[config.mk]
export PLATFORM = sky130hd
export DESIGN_NAME = pie_ram
export DESIGN_NICKNAME = d
export VERILOG_FILES = /design/src/design/pie_ram.sv
export SDC_FILE = /design/constraint.sdc
export NUM_CORES = 2
export LEC_CHECK = 0
export BUFFER_PORTS_ARGS = -buffer_cell sky130_fd_sc_hd__buf_2
export CAP_MARGIN = 25
export CORE_MARGIN = 3
export CORE_UTILIZATION = 51
export DETAILED_ROUTE_END_ITERATION = 8
export PLACE_DENSITY_LB_ADDON = 0.08
export SLEW_MARGIN = 20
export SYNTH_ARGS = -nofsm -noshare
export SYNTH_HDL_FRONTEND = slang
export SYNTH_SLANG_ARGS = --single-unit
export TNS_END_PERCENT = 10
[constraint.sdc]
create_clock -name clk -period 5.2 [get_ports clk]
set_input_delay 1.04 -clock clk [delete_from_list [all_inputs] [get_ports clk]]
set_output_delay 1.04 -clock clk [all_outputs]
set_load 0.01 [all_outputs]
[src/design/pie_ram.sv]
// ----------------------------------------------------------------------------
// pie_ram - generic single-port-write, single-port-read memory
// One write and one registered read per cycle.
// ----------------------------------------------------------------------------
module pie_ram #(
  parameter int WIDTH = 32,
  parameter int DEPTH = 64
) (
  input  logic                     clk,
  input  logic                     we,
  input  logic [$clog2(DEPTH)-1:0] waddr,
  input  logic [WIDTH-1:0]         wdata,
  input  logic [$clog2(DEPTH)-1:0] raddr,
  output logic [WIDTH-1:0]         rdata
);

  logic [WIDTH-1:0] mem [DEPTH];
  logic [WIDTH-1:0] rdata_r;

  always_ff @(posedge clk) begin
    if (we) begin
      mem[waddr] <= wdata;
    end
    rdata_r <= mem[raddr];
  end

  assign rdata = rdata_r;

endmodule

==> results.py <==
metrics = {
    "logic_synthesis": {
        "synth.yosys.warnings": 0,
        "synthTopCellsByArea": "sky130_fd_sc_hd__edfxtp_1 (78%), sky130_fd_sc_hd__mux4_2 (16%), sky130_fd_sc_hd__mux2i_1 (1.2%)",
        "yosys.area.top_type": "sky130_fd_sc_hd__edfxtp_1",
        "post_synth_top_area_share_pct": 78.33,
        "syn-cell-area_mm2": 0.07852,
        "synth_flop_cell": "sky130_fd_sc_hd__edfxtp_1",
        "synth_enable_flop_cells": 2048,
        "ys_ff_latch": 2080,
        "synth_fp_nets": 3370,
        "ys_async_sr_fraction_pct": 0,
        "post_synth_num_cell_types": 34,
        "synthCells": 3324,
        "synth_seq_area_share_pct": 79.14,
        "avgSynthCellArea_um2": 23.62,
    },
    "power_and_ir_drop": {
        "share_seq_of_total_power_pct": 53.0,
        "p_comb_share_pct": 5.1,
        "power_density_mw_per_mm2": 393.0,
        "ir_worst_vdd_uv": 294.1,
        "power.share.clock_pct": 41.8,
        "p_switching_uw": 7440,
        "power.switching_fraction_pct": 21.16,
        "p_leak_uw": 0.02802,
        "internal_power_uw": 27720,
    },
    "global_routing": {
        "grt.overflow.total": 0,
        "grt_pass1_wl_um": 291300,
        "grt_start_max_net_pins": 65,
        "via_count_of_the_first_global_routing_pass": 37840,
        "initial_antenna_violation_count": 21,
        "grtUsageTotal_pct": 26.69,
    },
    "sta": {
        "period_needed_ns": 3.693,
        "unrepaired_setup_endpoints_after_global_routing": "no",
        "final-max-slew-violation-count": 0,
        "finalHoldWorstSlack_ns": 0.5688,
        "skew_ns": 0.03095,
        "timing_hold_violations_final": 0,
        "fmax_mhz": 270.8,
        "finalSetupViolations": 0,
        "tightest_slew_ns": 1.091,
        "slew_headroom_pct": 27.12,
        "setup_tns_ns": 0,
        "timing.final.crit_share_pct": 71.03,
    },
    "detailed_routing": {
        "wl_per_cell_um": 35.60,
        "drcViolationCount": 0,
        "vias": 36689,
        "drt_first_iter_violations": 3865,
        "final_antenna_net_count": 0,
        "wirelength_um": 207600,
        "route.detailed.vias_per_inst": 6.292,
        "detailed_router_iteration_count_before_antenna_repair": 5,
    },
    "min_path": {
        "worstHoldPathType": "input pin to flip-flop",
        "min_path_cells": 1,
        "holdPathEnd": "mem[49][21]$_DFFE_PP_",
        "hold_start": "wdata[21]",
    },
    "critical_path": {
        "worstSetupPathDepth": 7,
        "crit_top_cell": "sky130_fd_sc_hd__mux4_2",
        "crit_fanout": 60,
        "r2r_slack_ns": 2.68,
        "critical-path-top-delay-family": "buffers and inverters",
        "critical_path.max_stage_delay_ns": 0.78,
        "worstPathBufferInverterCount": 3,
        "critPathCaptureType": "flip-flop",
        "worst-r2r-cell-count": 4,
        "crit_chain": "buf_8, buf_12, buf_4, mux4_2, mux4_2, o22ai_1, nor2_1",
        "worst-setup-path-type": "input pin to flip-flop",
        "crit_path_top_delay_cell": "sky130_fd_sc_hd__o22ai_1",
        "worstPathArrival_ns": 4.34,
        "timing.rr.end": "rdata[1]$_DFF_P_",
        "regToRegStartpoint": "mem[15][1]$_DFFE_PP_",
        "crit_required_ns": 5.85,
        "setup.worst_path.start_class": "input pin",
    },
    "placed_design": {
        "last_weighted_congestion_value_of_the_routability_driven_placer": 0.8383,
        "post-place-cells": 5437,
        "dp_hpwl_um": 121800,
        "io_buffer_count": 77,
    },
    "layout": {
        "areaGrowthSynthToFinish_pct": 13.95,
        "finish.net_count": 3662,
        "commonest_cells_after_routing_fill_and_taps_aside": "sky130_fd_sc_hd__edfxtp_1 (2048), sky130_fd_sc_hd__mux4_2 (544), sky130_fd_sc_hd__clkbuf_16 (209)",
        "final-instance-count-excl-fill": 5831,
        "mostFrequentLayoutCell": "sky130_fd_sc_hd__edfxtp_1",
        "final_core_utilization_pct": 58.69,
        "post_route_cells_drive_above_1_share_pct": 31.06,
        "number_of_fill_cells_in_the_layout": 10782,
    },
    "clock_network": {
        "tritoncts_clock_tree": "built",
        "post_cts_hold_buffer_count": 0,
        "cts-root-buf": "sky130_fd_sc_hd__clkbuf_16",
        "post-cts-setup-buffer-count": 0,
        "clock_tree.htree_level_count": 4,
        "postCtsResizedCells": 0,
        "clk_path_buf_depth": 3,
        "clk-insertion-delay-late_ns": 0.83,
        "clock_input_transition_at_the_sequential_cells_of_the_worst_setup_and_hold_paths_ns": 0.06,
        "numCtsBuffers": 206,
        "numClockSinks": 2080,
    },
    "floorplan": {
        "fp.dieW_um": 398.4,
        "floorplan.rows": 143,
        "start_util_pct": 51.51,
        "design.core.area_mm2": 0.1524,
        "top_level_ports": 78,
        "overall_die_area_mm2": 0.1587,
        "dieHeight_um": 398.4,
    },
    "status": {
        "outcome": "finished clean",
    },
    "run": {
        "cap_violations": 0,
    },
}
## sequential cells by signal (all words and copies together) (netlist names)
| signal | cells |
|---|---|
| rdata | 32 |
| mem | 2048 |
## Yosys cell counts (5+ instances only)
library cell,count
sky130_fd_sc_hd__nor2_1,137
sky130_fd_sc_hd__a22oi_1,12
sky130_fd_sc_hd__edfxtp_1,2048
sky130_fd_sc_hd__o22ai_1,84
sky130_fd_sc_hd__nand2_1,26
sky130_fd_sc_hd__clkbuf_1,74
sky130_fd_sc_hd__nor2b_1,15
sky130_fd_sc_hd__buf_2,57
sky130_fd_sc_hd__dfxtp_1,32
sky130_fd_sc_hd__a311oi_1,8
sky130_fd_sc_hd__mux4_2,544
sky130_fd_sc_hd__buf_4,25
sky130_fd_sc_hd__buf_1,21
sky130_fd_sc_hd__o221ai_1,27
sky130_fd_sc_hd__nand3_1,5
sky130_fd_sc_hd__mux2i_1,93
sky130_fd_sc_hd__nand3b_1,5
sky130_fd_sc_hd__nand2b_1,8
sky130_fd_sc_hd__nor3_1,7
sky130_fd_sc_hd__buf_6,5
sky130_fd_sc_hd__a21oi_1,62
## power groups by stage
stage          sequential [µW]  clock [µW]  combinational [µW]
2_1_floorplan            19000           0                 903
3_3_place_gp             19000           0                1800
3_5_place_dp             19000           0                1830
4_1_cts                  18600       14900                1830
5_1_grt                  18600       15600                1910
6_report                 18600       14700                1810
## cell type report
class	instances	area, µm²	share of cell area, %
Clock buffer	271	5633	6.296
Clock inverter	111	1095	1.224
Antenna cell	11	27.53	0.03077
Tap cell	2030	2540	2.839
Sequential cell	2080	62140	69.45
Timing Repair Buffer	266	2069	2.313
Multi-Input combinational cell	1062	15970	17.84
## worst max path at each step
stage	start	endpoint	slack (ns)
finish	raddr[1]	rdata[2]$_DFF_P_	1.51
global route	raddr[1]	rdata[2]$_DFF_P_	1.37
CTS	raddr[1]	rdata[2]$_DFF_P_	1.61
detailed placement	raddr[1]	rdata[2]$_DFF_P_	0.74
global placement	raddr[1]	rdata[2]$_DFF_P_	0.76
floorplan	waddr[3]	mem[48][0]$_DFFE_PP_	1.00
## cells by family (layout without fill, tap and decap cells)
kind of cell           Yosys count  after routing  share of synthesized area (%)
other                            0             11                              0
AND/OR/NAND/NOR                223            223                          1.265
buffers and inverters          182            648                          1.128
flip-flops                    2080           2080                          79.14
AO/OA/AOI/OAI                  202            202                          1.673
multiplexers                   637            637                          16.79
## layer usage
metal	wire length, µm	vias up	GRT usage [%]
li1	-	14899	-
met1	79890	19824	36.40
met4	7676	10	9.392
met3	19090	330	6.706
met2	100900	1626	42.45
met5	69	-	0
## worst register-to-register path: stages, from the launching register on
cell and delay (ns):
sky130_fd_sc_hd__edfxtp_1 0.35, sky130_fd_sc_hd__mux4_2 0.49, sky130_fd_sc_hd__mux4_2 0.56, sky130_fd_sc_hd__o22ai_1 0.66, sky130_fd_sc_hd__nor2_1 0.27
## per-stage QoR
step | power [µW] | setup WS [ns] | cell area [µm²]
global route | 36180 | 1.366 | 89440
CTS | 35420 | 1.610 | 89420
finish | 35160 | 1.507 | 89470
floorplan | 19870 | 1.000 | 78520
detailed placement | 20820 | 0.7402 | 82690
global placement | 20790 | 0.7644 | 82660
Power figures use the tool's default switching activity.
